<file path="src/rtl/core/hkn_pkg.sv">
// shared types, widths and helpers of the hamming k-nearest keeper
// no dependencies; used by hkn_dist and the top level
`default_nettype none

package hkn_pkg;

    localparam int DIST_W  = 7;
    localparam int OUT_W   = 8;
    localparam int LABEL_W = 16;
    localparam int ENTRY_W = DIST_W + OUT_W + LABEL_W;

    // register values after reset
    localparam logic [3:0]        TOP_COUNT_RESET    = 4'd1;
    localparam logic [DIST_W-1:0] PATTERN_BITS_RESET = 7'd64;

    // one neighbor slot as it sits in the slot ram
    typedef struct packed {
        logic [DIST_W-1:0]  distance;
        logic [OUT_W-1:0]   output_value;
        logic [LABEL_W-1:0] label;
    } slot_entry_t;

    // distance unit status
    typedef struct packed {
        logic              busy;
        logic [DIST_W-1:0] distance;
    } dist_status_t;

    function automatic logic [3:0] popcount8(input logic [7:0] value);
        logic [3:0] sum;
        sum = 4'd0;
        for (int i = 0; i < 8; i++)
        begin
            sum = sum + {3'd0, value[i]};
        end
        return sum;
    endfunction

endpackage

`default_nettype wire

</file>
<file path="src/rtl/core/hkn_ram.sv">
// generic single-write, single-read ram with registered read data
// no dependencies
`default_nettype none

module hkn_ram #(
    parameter int WIDTH = 8,
    parameter int DEPTH = 8
) (
    input  wire logic                                   clk,
    input  wire logic                                   we,
    input  wire logic [(DEPTH > 1 ? $clog2(DEPTH) : 1)-1:0] waddr,
    input  wire logic [WIDTH-1:0]                       wdata,
    input  wire logic [(DEPTH > 1 ? $clog2(DEPTH) : 1)-1:0] raddr,
    output logic      [WIDTH-1:0]                       rdata
);

    logic [WIDTH-1:0] mem_reg [DEPTH];
    logic [WIDTH-1:0] rdata_reg;

    always_ff @(posedge clk)
    begin
        if (we)
        begin
            mem_reg[waddr] <= wdata;
        end
        rdata_reg <= mem_reg[raddr];
    end

    assign rdata = rdata_reg;

endmodule

`default_nettype wire

</file>
<file path="src/rtl/core/hkn_dist.sv">
// iterative hamming distance unit: one byte of the masked xor per cycle
// depends on hkn_pkg (popcount8, dist_status_t)
`default_nettype none

module hkn_dist #(
    parameter int PATTERN_WIDTH = 64
) (
    input  wire logic                       clk,
    input  wire logic                       rst_n,
    input  wire logic                       start,
    input  wire logic [PATTERN_WIDTH-1:0]   a,
    input  wire logic [PATTERN_WIDTH-1:0]   b,
    input  wire logic [hkn_pkg::DIST_W-1:0] bits,
    output hkn_pkg::dist_status_t           status
);

    localparam int STEPS  = (PATTERN_WIDTH + 7) / 8;
    localparam int XW     = STEPS * 8;
    localparam int STEP_W = $clog2(STEPS + 1);

    logic [PATTERN_WIDTH-1:0]   mask;
    logic [XW-1:0]              x_reg;
    logic [STEP_W-1:0]          step_reg;
    logic [hkn_pkg::DIST_W-1:0] acc_reg;
    logic                       busy_reg;

    // bits at or above the active count drop out
    always_comb
    begin
        for (int i = 0; i < PATTERN_WIDTH; i++)
        begin
            mask[i] = (7'(i) < bits);
        end
    end

    always_ff @(posedge clk or negedge rst_n)
    begin
        if (!rst_n)
        begin
            busy_reg <= 1'b0;
            step_reg <= '0;
        end
        else if (start)
        begin
            busy_reg <= 1'b1;
            step_reg <= STEP_W'(STEPS);
        end
        else if (busy_reg)
        begin
            step_reg <= step_reg - STEP_W'(1);
            if (step_reg == STEP_W'(1))
            begin
                busy_reg <= 1'b0;
            end
        end
    end

    always_ff @(posedge clk)
    begin
        if (start)
        begin
            x_reg   <= XW'((a ^ b) & mask);
            acc_reg <= '0;
        end
        else if (busy_reg)
        begin
            x_reg   <= x_reg >> 8;
            acc_reg <= acc_reg + 7'(hkn_pkg::popcount8(x_reg[7:0]));
        end
    end

    assign status.busy     = busy_reg;
    assign status.distance = acc_reg;

endmodule

`default_nettype wire

</file>
<file path="src/rtl/core/hamming_top_k_neighbour_keeper_unit.sv">
// top level of the hamming k-nearest neighbor keeper for one vg-ram neuron
// depends on hkn_pkg, hkn_dist (distance unit) and hkn_ram (slot store)
`default_nettype none

// channel   direction  handshake                     payload
// item      in         item_valid / item_ready       first, query_bits, stored_bits,
//                                                    stored_output, pattern_index, last
// result    out        result_valid / result_ready   slot, output_value, distance,
//                                                    label_index, last_result
// config    in         apb psel / penable / pready   top_count @0x0, pattern_bits @0x4
//
// one item runs through the distance unit (one byte popcount per cycle), then through the
// slot scan (one ram read per cycle, one compare behind it) and the update state. a last
// item then reports n beats; each passes the states rep_rd and rep_ld, then rep_wait holds
// the beat until result_ready takes it.
// reset: slots read as cleared through the valid bits, no clearing pass is needed.
// item_ready is low from acceptance until the item and its report are finished.

module hamming_top_k_neighbour_keeper_unit #(
    parameter int TOP_MAX       = 8,
    parameter int PATTERN_WIDTH = 64
) (
    input  wire logic                        clk,
    input  wire logic                        rst_n,

    // item channel
    input  wire logic                        item_valid,
    output logic                             item_ready,
    input  wire logic                        first,
    input  wire logic [PATTERN_WIDTH-1:0]    query_bits,
    input  wire logic [PATTERN_WIDTH-1:0]    stored_bits,
    input  wire logic [7:0]                  stored_output,
    input  wire logic [15:0]                 pattern_index,
    input  wire logic                        last,

    // result channel
    output logic                             result_valid,
    input  wire logic                        result_ready,
    output logic [2:0]                       slot,
    output logic [7:0]                       output_value,
    output logic [6:0]                       distance,
    output logic [15:0]                      label_index,
    output logic                             last_result,

    // configuration port
    input  wire logic                        psel,
    input  wire logic                        penable,
    input  wire logic                        pwrite,
    input  wire logic [2:0]                  paddr,
    input  wire logic [31:0]                 pwdata,
    output logic      [31:0]                 prdata,
    output logic                             pready
);

    localparam int IDX_W = (TOP_MAX > 1) ? $clog2(TOP_MAX) : 1;
    localparam int CNT_W = $clog2(TOP_MAX + 1);
    localparam int DW    = hkn_pkg::DIST_W;

    // distance that slots hold after reset
    localparam logic [DW-1:0] CLEAR_DIST_RESET =
        (hkn_pkg::PATTERN_BITS_RESET > DW'(PATTERN_WIDTH)) ?
        DW'(PATTERN_WIDTH) : hkn_pkg::PATTERN_BITS_RESET;

    // register index decoded from paddr[2]
    localparam logic REG_TOP_COUNT    = 1'b0;
    localparam logic REG_PATTERN_BITS = 1'b1;

    // sequencer states
    localparam logic [2:0] S_IDLE     = 3'd0;
    localparam logic [2:0] S_COUNT    = 3'd1;
    localparam logic [2:0] S_SCAN     = 3'd2;
    localparam logic [2:0] S_UPDATE   = 3'd3;
    localparam logic [2:0] S_REP_RD   = 3'd4;
    localparam logic [2:0] S_REP_LD   = 3'd5;
    localparam logic [2:0] S_REP_WAIT = 3'd6;

    // configuration registers
    logic [3:0]    top_count_reg;
    logic [DW-1:0] pattern_bits_reg;

    // control state
    logic [2:0]         state_reg, state_next;
    logic [TOP_MAX-1:0] valid_reg, valid_next;
    logic [DW-1:0]      clear_dist_reg, clear_dist_next;
    logic [IDX_W-1:0]   scan_idx_reg, scan_idx_next;
    logic               issuing_reg, issuing_next;
    logic               cmp_pending_reg, cmp_pending_next;
    logic [IDX_W-1:0]   cmp_idx_reg, cmp_idx_next;
    logic [IDX_W-1:0]   best_idx_reg, best_idx_next;
    logic [DW-1:0]      best_dist_reg, best_dist_next;
    logic [IDX_W-1:0]   rep_idx_reg, rep_idx_next;
    logic               rd_valid_reg;
    logic               result_valid_reg, result_valid_next;

    // item payload held for the run
    logic                        item_last_reg;
    logic [hkn_pkg::OUT_W-1:0]   item_output_reg;
    logic [hkn_pkg::LABEL_W-1:0] item_label_reg;

    // result payload
    logic [2:0]                  slot_reg;
    logic [7:0]                  output_value_reg;
    logic [DW-1:0]               distance_reg;
    logic [15:0]                 label_index_reg;
    logic                        last_result_reg;

    logic                  item_take;
    logic                  cfg_write;
    logic [DW-1:0]         bits_act;
    logic [CNT_W-1:0]      n_act;
    logic [CNT_W-1:0]      n_last;
    hkn_pkg::dist_status_t dist_status;

    logic [IDX_W-1:0]           ram_raddr;
    logic [hkn_pkg::ENTRY_W-1:0] ram_rdata;
    logic                        ram_we;
    hkn_pkg::slot_entry_t        ram_wentry;
    hkn_pkg::slot_entry_t        ram_entry;
    hkn_pkg::slot_entry_t        slot_entry;

    // ---------------------------------------------------------------
    // configuration port
    // ---------------------------------------------------------------
    assign pready    = 1'b1;
    assign cfg_write = psel && penable && pwrite && pready;

    always_ff @(posedge clk or negedge rst_n)
    begin
        if (!rst_n)
        begin
            top_count_reg    <= hkn_pkg::TOP_COUNT_RESET;
            pattern_bits_reg <= hkn_pkg::PATTERN_BITS_RESET;
        end
        else if (cfg_write)
        begin
            case (paddr[2])
                REG_TOP_COUNT:    top_count_reg    <= pwdata[3:0];
                REG_PATTERN_BITS: pattern_bits_reg <= pwdata[DW-1:0];
                default:          top_count_reg    <= top_count_reg;
            endcase
        end
    end

    always_comb
    begin
        case (paddr[2])
            REG_TOP_COUNT:    prdata = {28'd0, top_count_reg};
            REG_PATTERN_BITS: prdata = {25'd0, pattern_bits_reg};
            default:          prdata = 32'd0;
        endcase
    end

    // saturated views of the registers
    assign bits_act = (pattern_bits_reg > DW'(PATTERN_WIDTH)) ?
                      DW'(PATTERN_WIDTH) : pattern_bits_reg;

    always_comb
    begin
        if (top_count_reg == 4'd0)
        begin
            n_act = CNT_W'(1);
        end
        else if (32'(top_count_reg) > TOP_MAX)
        begin
            n_act = CNT_W'(TOP_MAX);
        end
        else
        begin
            n_act = CNT_W'(top_count_reg);
        end
    end

    assign n_last = n_act - CNT_W'(1);

    // ---------------------------------------------------------------
    // distance unit, started at item acceptance
    // ---------------------------------------------------------------
    assign item_ready = (state_reg == S_IDLE);
    assign item_take  = item_valid && item_ready;

    hkn_dist #(
        .PATTERN_WIDTH(PATTERN_WIDTH)
    ) u_dist (
        .clk    (clk),
        .rst_n  (rst_n),
        .start  (item_take),
        .a      (query_bits),
        .b      (stored_bits),
        .bits   (bits_act),
        .status (dist_status)
    );

    // ---------------------------------------------------------------
    // slot store; a slot without its valid bit reads as cleared
    // ---------------------------------------------------------------
    assign ram_raddr = (state_reg == S_SCAN) ? scan_idx_reg : rep_idx_reg;
    assign ram_we    = (state_reg == S_UPDATE) &&
                       (dist_status.distance < best_dist_reg);

    assign ram_wentry.distance     = dist_status.distance;
    assign ram_wentry.output_value = item_output_reg;
    assign ram_wentry.label        = item_label_reg;

    hkn_ram #(
        .WIDTH(hkn_pkg::ENTRY_W),
        .DEPTH(TOP_MAX)
    ) u_slots (
        .clk   (clk),
        .we    (ram_we),
        .waddr (best_idx_reg),
        .wdata (ram_wentry),
        .raddr (ram_raddr),
        .rdata (ram_rdata)
    );

    assign ram_entry = ram_rdata;

    always_comb
    begin
        if (rd_valid_reg)
        begin
            slot_entry = ram_entry;
        end
        else
        begin
            slot_entry.distance     = clear_dist_reg;
            slot_entry.output_value = '0;
            slot_entry.label        = '0;
        end
    end

    // ---------------------------------------------------------------
    // sequencer
    // ---------------------------------------------------------------
    always_comb
    begin
        state_next        = state_reg;
        valid_next        = valid_reg;
        clear_dist_next   = clear_dist_reg;
        scan_idx_next     = scan_idx_reg;
        issuing_next      = issuing_reg;
        cmp_pending_next  = 1'b0;
        cmp_idx_next      = cmp_idx_reg;
        best_idx_next     = best_idx_reg;
        best_dist_next    = best_dist_reg;
        rep_idx_next      = rep_idx_reg;
        result_valid_next = result_valid_reg;

        case (state_reg)
            S_IDLE:
            begin
                if (item_take)
                begin
                    // first flag: every slot back to the cleared value
                    if (first)
                    begin
                        valid_next      = '0;
                        clear_dist_next = bits_act;
                    end
                    state_next = S_COUNT;
                end
            end

            S_COUNT:
            begin
                if (!dist_status.busy)
                begin
                    scan_idx_next = '0;
                    issuing_next  = 1'b1;
                    state_next    = S_SCAN;
                end
            end

            S_SCAN:
            begin
                // read side: one slot address per cycle
                if (issuing_reg)
                begin
                    cmp_pending_next = 1'b1;
                    cmp_idx_next     = scan_idx_reg;
                    if (CNT_W'(scan_idx_reg) == n_last)
                    begin
                        issuing_next = 1'b0;
                    end
                    else
                    begin
                        scan_idx_next = scan_idx_reg + IDX_W'(1);
                    end
                end
                // compare side: first slot with the largest distance wins
                if (cmp_pending_reg)
                begin
                    if ((cmp_idx_reg == '0) || (best_dist_reg < slot_entry.distance))
                    begin
                        best_idx_next  = cmp_idx_reg;
                        best_dist_next = slot_entry.distance;
                    end
                    if (CNT_W'(cmp_idx_reg) == n_last)
                    begin
                        state_next = S_UPDATE;
                    end
                end
            end

            S_UPDATE:
            begin
                if (ram_we)
                begin
                    valid_next[best_idx_reg] = 1'b1;
                end
                rep_idx_next = '0;
                state_next   = item_last_reg ? S_REP_RD : S_IDLE;
            end

            S_REP_RD:
            begin
                state_next = S_REP_LD;
            end

            S_REP_LD:
            begin
                result_valid_next = 1'b1;
                state_next        = S_REP_WAIT;
            end

            S_REP_WAIT:
            begin
                if (result_ready)
                begin
                    result_valid_next = 1'b0;
                    if (last_result_reg)
                    begin
                        state_next = S_IDLE;
                    end
                    else
                    begin
                        rep_idx_next = rep_idx_reg + IDX_W'(1);
                        state_next   = S_REP_RD;
                    end
                end
            end

            default:
            begin
                state_next = S_IDLE;
            end
        endcase
    end

    always_ff @(posedge clk or negedge rst_n)
    begin
        if (!rst_n)
        begin
            state_reg        <= S_IDLE;
            valid_reg        <= '0;
            clear_dist_reg   <= CLEAR_DIST_RESET;
            scan_idx_reg     <= '0;
            issuing_reg      <= 1'b0;
            cmp_pending_reg  <= 1'b0;
            cmp_idx_reg      <= '0;
            best_idx_reg     <= '0;
            best_dist_reg    <= '0;
            rep_idx_reg      <= '0;
            rd_valid_reg     <= 1'b0;
            result_valid_reg <= 1'b0;
        end
        else
        begin
            state_reg        <= state_next;
            valid_reg        <= valid_next;
            clear_dist_reg   <= clear_dist_next;
            scan_idx_reg     <= scan_idx_next;
            issuing_reg      <= issuing_next;
            cmp_pending_reg  <= cmp_pending_next;
            cmp_idx_reg      <= cmp_idx_next;
            best_idx_reg     <= best_idx_next;
            best_dist_reg    <= best_dist_next;
            rep_idx_reg      <= rep_idx_next;
            // valid bit travels with the registered ram read
            rd_valid_reg     <= valid_reg[ram_raddr];
            result_valid_reg <= result_valid_next;
        end
    end

    // payload registers
    always_ff @(posedge clk)
    begin
        if (item_take)
        begin
            item_last_reg   <= last;
            item_output_reg <= stored_output;
            item_label_reg  <= pattern_index;
        end
        if (state_reg == S_REP_LD)
        begin
            slot_reg         <= 3'(rep_idx_reg);
            output_value_reg <= slot_entry.output_value;
            distance_reg     <= slot_entry.distance;
            label_index_reg  <= slot_entry.label;
            last_result_reg  <= (CNT_W'(rep_idx_reg) == n_last);
        end
    end

    assign result_valid = result_valid_reg;
    assign slot         = slot_reg;
    assign output_value = output_value_reg;
    assign distance     = distance_reg;
    assign label_index  = label_index_reg;
    assign last_result  = last_result_reg;

endmodule

`default_nettype wire
</file>
<file path="config.mk">
export PLATFORM = sky130hd
export DESIGN_NAME = hamming_top_k_neighbour_keeper_unit
export DESIGN_NICKNAME = d
export VERILOG_FILES = /design/src/rtl/core/hkn_pkg.sv /design/src/rtl/core/hkn_ram.sv /design/src/rtl/core/hkn_dist.sv /design/src/rtl/core/hamming_top_k_neighbour_keeper_unit.sv
export SDC_FILE = /design/constraint.sdc
export NUM_CORES = 1
export LEC_CHECK = 0
export ABC_AREA = 1
export BUFFER_PORTS_ARGS = -buffer_cell sky130_fd_sc_hd__buf_2
export CORE_MARGIN = 5
export CORE_UTILIZATION = 58
export DETAILED_ROUTE_END_ITERATION = 12
export GPL_ROUTABILITY_DRIVEN = 0
export GPL_TIMING_DRIVEN = 0
export PLACE_DENSITY = 0.88
export SYNTH_ARGS = -nofsm -noshare
export SYNTH_HDL_FRONTEND = slang
export SYNTH_SLANG_ARGS = --single-unit
</file>
<file path="constraint.sdc">
create_clock -name clk -period 5.2 [get_ports clk]
set_input_delay 0.78 -clock clk [delete_from_list [all_inputs] [get_ports clk]]
set_output_delay 0.78 -clock clk [all_outputs]
set_load 0.01 [all_outputs]
</file>
==> impl.org, run 1 <==
** Detailed routing
- The first routing iteration left 1746 violations.
- The pre-antenna-repair detailed-routing pass consisted of 9 iterations.
- The routed layout has 15.8k vias.
- After detailed routing, the number of vias per cell comes to 5.68.
- DRT antenna net count :: 0
- Number of remaining DRC errors :: 0
- In the final routed layout, each cell accounts on average for 19.3 um.
- Summed over all layers, the routed wires come to 53600 um.

** Pwr
- In this run the power density over the cells is between 500 and 600 mW/mm2.
- Pleak :: approximately 11 nW
- VDD IR-drop max :: 0.000406 V

** Clocking
- Clock tree synthesis found a total of between 400 and 500 sinks.
- H-tree Lvls :: 2
- Worst-Skew Late Latency :: 0.57 ns
- For this design, the CTS-stage hold fixing added 0 buffers.
- Clk slew on worst S/H paths :: 0.06 ns
- Once the clock tree was built, the setup fixing pass inserted 0 buffers.
- After clock tree synthesis, the repair step resized 0 gates.
- Counting the buffers created by CTS gives 45.
- TritonCTS built the clock tree.
- In this run the deepest clock path goes through 3 buffers.
- The cell sitting at the root of the clock tree is a clkbuf_16.

** Floorplan
- Count of pins on the block boundary :: 266
- Row generation in the floorplan step produced 69 rows.
- Width of the chip :: 199 um
- Total Die Area :: 0.0394 mm2
- Core footprint :: 0.0353 mm2
- The die is 199 um tall.
- Once the floorplan was initialized, standard cells occupied 58.4% of the core.

** Flow run
- Total of max-cap violations :: 0

** Timing
- Adding up every negative setup slack in the final design gives 0 ns.
- The number of failing hold endpoints at the final stage is 0.
- After layout, the worst path uses 77.4% of the clock period.
- # setup viols final :: 0
- RSZ-0062 raised after global routing :: no
- Tightest Pin Transition :: 1.08 ns
- For the final database, setup skew stands at 0.0271 ns.
- For this run, the top clock speed supported by timing is 248 MHz.
- Worst slew slack as a fraction of its limit :: between 20% and 30%
- Pins over their slew limit :: 0
- Min cycle time layout :: between 4 and 5 ns

** Synth
- Primary flip-flop cell chosen by synthesis mapping :: edfxtp_1
- Post-Synth XOR/XNOR Area :: 2.63%
- Counting flops with a built-in enable in the synthesized netlist gives 372.
- Summing the areas of all compound-gate instances in the mapped netlist gives between 7 and 8% of the synthesized area.
- Post-synthesis cell type count :: between 40 and 50
- Main combinational cell family by area after synthesis :: simple AND/OR/NAND/NOR gates
- Mapped Cells :: around 2.0k
- Summing the areas of all fa, ha and maj instances in the mapped netlist gives 1.94% of the synthesized area.
- Async SR Flop Fraction :: 12.2%
- The synthesized netlist devotes roughly 15% of its cell area to simple gates.
- Register bit total from synthesis :: 467
- Multiplexer area fraction after synthesis :: 0%
- Sequential elements use 64.8% of the synthesized area.
- Post-synthesis area per instance :: 10.3 um2
- The cell area that synthesis handed to floorplanning was 0.0206 mm2.
- Synthesis warning total :: 0

** Critical path
- CP Data Required Time :: 5.63 ns
- Type of the worst setup path :: reg2reg
- Critical Path Fanout Max :: 2
- STA puts the critical path data arrival time at between 4 and 5 ns.
- CP Capture Type :: flop
- Type of origin of the critical path :: flop

** Cells and area
- Cells with a size suffix above 1 make up 16.0% of the layout.
- N_diodes :: 0
- The register with the most flip-flops in the layout has about 250 of them.
- After the last flow step, the layout net total stands at 2513.
- Layout area overhead :: 16.8%
- Fin util :: 68.3%

** Hold path
- The path class of the tightest hold or removal check is in2async.

** Placement
- The wire-length estimate of the detail-placed layout is approximately 36000 um.
- Total of buffers placed on input and output ports :: 211

** GRT
- The first global-routing pass estimated between 80000 and 90000 um of wire.
- Maximum number of pins on one net before global-route repair :: 66
- The via count of the first global-routing pass was 16.2k.
- Antenna violations before repair :: 0
- Grt total ovfl :: 0
- Overall global routing resource usage :: 26.5%

** Status
- Status :: finished, final reports clean
-- routing by layer --
| layer | global-route usage (%) | vias to the layer above | share of wire [%] |
|---|---|---|---|
| li1 | - | 7125 | - |
| met1 | 33.2 | 7463 | 36 |
| met2 | 45.9 | 1031 | 50 |
| met3 | 4.83 | 199 | 10 |
| met4 | 10.8 | 0 | 4.1 |
| met5 | 0 | - | 0 |
-- final cells by class --
class,count,area [um2]
plain buffers,100,561
inverters,264,991
well taps,461,577
fillers,2322,11200
flip-flops and latches,467,13400
repair buffers,220,1290
clock inverters,17,173
clock buffers,65,1260
multi-input cells,1190,5890
-- kinds of logic after synthesis --
group	after synthesis
and+or+nand+nor	790
DFF	467
buffers and inverters	364
AOI/OAI and AO/OA	283
xor gates and xnor gates	62
adders and majority gates	29
other	2
-- stage by stage --
step	total power [W]	hold WS, ns	setup WS (ns)	area [um2]	instances
after CTS	0.0125	0.376	1.17	24100	2784
after global routing	0.0132	0.341	0.975	24100	2784
final	0.0125	0.257	1.18	24100	2784
after global placement	0.00886	0.456	0.624	22400	2693
after detailed placement	0.00923	0.461	1.35	22700	2702
after floorplan	0.00794	0.442	1.60	20700	2021
-- layout by cell type (no fill, tap or decap), types with 3 or more instances in the layout --
| cell type | count |
|---|---|
| xnor2_1 | 26 |
| buf_16 | 7 |
| xor2_1 | 36 |
| a32o_1 | 14 |
| buf_2 | 232 |
| clkinvlp_4 | 4 |
| buf_4 | 39 |
| clkbuf_1 | 50 |
| dfxtp_1 | 38 |
| clkbuf_8 | 4 |
| o31ai_1 | 12 |
| nand2_1 | 560 |
| clkinv_1 | 6 |
| a2111oi_0 | 5 |
| nor3_1 | 4 |
| o21ai_0 | 88 |
| inv_2 | 3 |
| clkbuf_16 | 46 |
| a211oi_1 | 4 |
| conb_1 | 26 |
| ha_1 | 24 |
| nor2_1 | 98 |
| edfxtp_1 | 372 |
| o21ai_1 | 102 |
| nand3_1 | 104 |
| a21oi_1 | 41 |
| buf_1 | 3 |
| clkinv_2 | 3 |
| inv_1 | 260 |
| dfrtp_1 | 54 |
| a22o_1 | 4 |
| nor2_4 | 9 |
| fa_1 | 5 |
| dfstp_2 | 3 |
| nand4_1 | 4 |
-- final timing paths --
kind                            cells past startpoint                          from  slack [ns]                             end
worst max-delay path                               12     u_dist.x_reg[0]$_DFFE_PP_        1.18  u_dist.acc_reg[6]$_SDFFE_PP0P_
max in group asynchronous                           1                         rst_n        4.44      cmp_idx_reg[0]$_DFFE_PN0P_
worst min-delay path                                1                         rst_n        0.26        state_reg[2]$_DFFE_PN0P_
worst max register to register                     12     u_dist.x_reg[0]$_DFFE_PP_        1.18  u_dist.acc_reg[6]$_SDFFE_PP0P_
worst min register to register                      2  best_dist_reg[0]$_DFFE_PN0P_        0.48    best_dist_reg[0]$_DFFE_PN0P_
min in group clk                                    1                          last        0.39         item_last_reg$_DFFE_PP_
-- worst max-delay path, cell delays in order (launching register included) --
cell	delay, ns
edfxtp_1	0.39
ha_1	0.30
inv_1	0.08
fa_1	0.42
fa_1	0.46
fa_1	0.41
fa_1	0.50
fa_1	0.45
o21ai_0	0.28
and3_1	0.24
nand2_1	0.09
o21ai_0	0.21
a21oi_1	0.07
-- synthesized netlist by cell type, types with 14 or more instances --
cell type	count	area share (%)
a21oi_1	41	0.99
a32o_1	14	0.68
buf_2	22	0.53
buf_4	38	1.4
clkbuf_1	35	0.64
dfrtp_1	54	6.5
dfxtp_1	38	3.7
edfxtp_1	372	54
ha_1	24	1.5
inv_1	260	4.7
nand2_1	561	10
nand3_1	104	2.5
nor2_1	107	1.9
o21ai_0	88	2.1
o21ai_1	102	2.5
xnor2_1	26	1.1
xor2_1	36	1.5
-- power breakdown --
| group | switching [W] | internal [W] | total [W] |
|---|---|---|---|
| clock | 0.00141 | 0.00180 | 0.00322 |
| combinational | 0.00256 | 0.00128 | 0.00384 |
| sequential | 0.000420 | 0.00507 | 0.00549 |
(Power assumes the default switching activity.)
==> inputs of run 2 (changes only) <==
==> constraint.sdc (replaced) <==
create_clock -name clk -period 4.1 [get_ports clk]
set_input_delay 0.615 -clock clk [delete_from_list [all_inputs] [get_ports clk]]
set_output_delay 0.615 -clock clk [all_outputs]
set_load 0.01 [all_outputs]
==> run 2 against run 1 <==
Effect of this change: the flow now finishes with violations (DRC); die area stayed put; cell area hardly changed; flip-flop and latch count stayed put; critical path depth is 3 higher; clock skew hardly changed.
==> impl.org, run 2 (synthesized netlist as in run 1, its figures left out) <==
** Floorplan
- Number of placement rows :: 69
- Measured along the y axis, the die boundary spans approximately 200 um.
- From left edge to right edge, the die measures 199 um.
- Count of pins on the block boundary :: about 270
- Core footprint :: 0.0353 mm2
- Initial cell density of the core :: 58.4%
- Total Die Area :: between 0.03 and 0.04 mm2

** Cells and area
- N_diodes :: 0
- Of the cells placed in the final design, the portion with a size suffix greater than 1 is 16.0%.
- Most frequent standard cell in the layout excluding fill and tap cells :: nand2_1
- Leading cell types in the layout, fill and taps excluded :: nand2_1, edfxtp_1, inv_1
- For this run, the post-layout net count is about 2.5k.
- Cells fill between 60% and 70% of the core in the end.
- From synthesis to final layout, the design area changed by 16.8%.
- Max reg flops :: 248

** Critical path
- Ordered cell list for the critical path :: ha_1, inv_1, fa_1, fa_1, fa_1, fa_1, xnor2_1, ha_1, a21oi_1, nand2_1, nand2_1, nand2_1, nand3_1, o21ai_2, a21oi_1
- Critical Path Fanout Max :: 4
- STA classifies the critical path endpoint as a flop.
- Data arrives at the worst endpoint at 4.40 ns.
- Type of the worst setup path :: reg2reg
- Slowest cell on crit path :: fa_1
- STA classifies the critical path startpoint as a flop.
- The cell that appears most often on the critical path is fa_1.
- Data on the critical path is required at its endpoint by 4.56 ns.
- Biggest cell delay along the critical path :: roughly 0.46 ns

** Detailed routing
- Routed via count :: 15.8k
- For this run, design rule violations remaining after detail routing come to 1.
- Wire length per cell :: roughly 19 um
- Once detail routing completed, the nets flagged for antenna violations numbered 0.
- DR vias/cell :: 5.68
- Pre-Repair DR Iteration Count :: 10
- DRT Wirelength :: 53600 um
- DRC violation total after the first TritonRoute iteration :: 1697

** Clocking
- Clock sinks :: 467
- The clock tree synthesis step divided the H-tree into 2 levels.
- CTS tree :: yes
- Clk slew on worst S/H paths :: about 0.060 ns
- Longest Clk Path Bufs :: 3
- The root buffer cell chosen for the clock tree is clkbuf_16.
- Number of cells upsized or downsized after cts :: 0
- Count of hold buffers inserted by post-cts repair :: 0
- Cts bufs inserted :: 45
- Number of buffers inserted by post-CTS setup repair :: 0
- The clock reaches the later pin of the worst-skew pair after 0.57 ns.

** Timing
- Measured against its own limit, the worst slew margin works out to 28.1%.
- # setup viols final :: 0
- Pins over their slew limit :: 0
- Post-route fraction of the period consumed by the critical path :: 96.1%
- Static timing analysis puts the maximum clock frequency at 254 MHz.
- Tightest Pin Transition :: 1.08 ns
- Count of endpoints failing hold in the final timing report :: 0
- The smallest clock period supported by the final layout is computed as 3.94 ns.
- Worst setup skew after layout :: 0.0276 ns
- The worst path meets setup with 0.159 ns of slack.

** Hold path
- In this run the worst hold path is classified as in2async.

** GRT
- Entering global routing, the biggest net connects 66 pins.
- Overall global routing resource usage :: 26.5%
- Antenna violations before repair :: 0
- The first global-routing pass estimated about 83000 um of wire.
- Grt total ovfl :: 0
- Via count of the first global-routing pass :: 16.2k

** Flow run
- Max-cap violations in this run came to 0.

** Placement
- Total of buffers placed on input and output ports :: 211
- Minimum setup slack after placement :: 0.253 ns
- Post-detailed-placement half-perimeter wirelength :: 35800 um

** Pwr
- Pleak :: 10.6 nW
- Summing internal, switching and leakage power gives 0.0159 W.
- Power per Cell Area :: 661 mW/mm2
- VDD sags by at most 0.000514 V.

** Status
- The checks that failed: DRC.
- The flow ran to the end, but the final reports show violations.
## run 2: cell types whose count changed in the layout (fill, tap and decap cells not counted)
cell     previous run  this run
o21ai_0            88        85
o21ai_1           102       104
o21ai_2             1         2
## run 2: worst paths after layout
check,startpoint,end,slack (ns),cells past startpoint
max in group asynchronous,rst_n,cmp_idx_reg[0]$_DFFE_PN0P_,3.51,1
setup / recovery,u_dist.x_reg[0]$_DFFE_PP_,u_dist.acc_reg[5]$_SDFFE_PP0P_,0.16,15
hold / removal,rst_n,top_count_reg[3]$_DFFE_PN0P_,0.1,1
min in group clk,pattern_index[8],item_label_reg[8]$_DFFE_PP_,0.22,1
setup reg to reg,u_dist.x_reg[0]$_DFFE_PP_,u_dist.acc_reg[5]$_SDFFE_PP0P_,0.16,15
hold reg to reg,u_slots.rdata[19]$_DFF_P_,output_value[3]$_SDFFCE_PN0P_,0.48,2
## run 2: layout make-up
cell class | instances | area, um2
plain buffers | 100 | 561
clock buffers | 65 | 1260
clock inverters | 17 | 173
fillers | 2320 | 11200
inverters | 264 | 991
multi-input cells | 1190 | 5890
flip-flops and latches | 467 | 13400
well taps | 461 | 577
repair buffers | 220 | 1290
## run 2: metal layers
metal  track usage [%]  routed length [um]  up-vias
met5                 0                   0        -
met4              10.8                2100        0
met3              4.83                5220      190
met2              45.9               27100     1010
met1              33.2               19200     7475
li1                  -                   -     7126
## run 2: report_power, final
part | leakage, nW | switching [W] | internal [W] | total [W]
sequential | 4.53 | 0.000536 | 0.00643 | 0.00696
clock | 0.686 | 0.00179 | 0.00229 | 0.00408
combinational | 5.36 | 0.00326 | 0.00163 | 0.00489
## run 2: critical path: cells and delay by family, from the launching register on
family | cells | cell delay (ns)
adders and majority gates | 6 | 2.35
AOI/OAI and AO/OA | 3 | 0.45
and+or+nand+nor | 4 | 0.42
DFF | 1 | 0.39
xor gates and xnor gates | 1 | 0.15
buffers and inverters | 1 | 0.08
## run 2: through the flow
step,TNS [ns],cell area (um2),std cells,hold WS (ns)
after floorplan,0,20700,2021,0.319
after global placement,-86.46,22400,2693,0.456
after detailed placement,0,22700,2702,0.461
after CTS,0,24100,2784,0.211
after global routing,-0.000179,24100,2784,0.176
final,0,24100,2784,0.0996
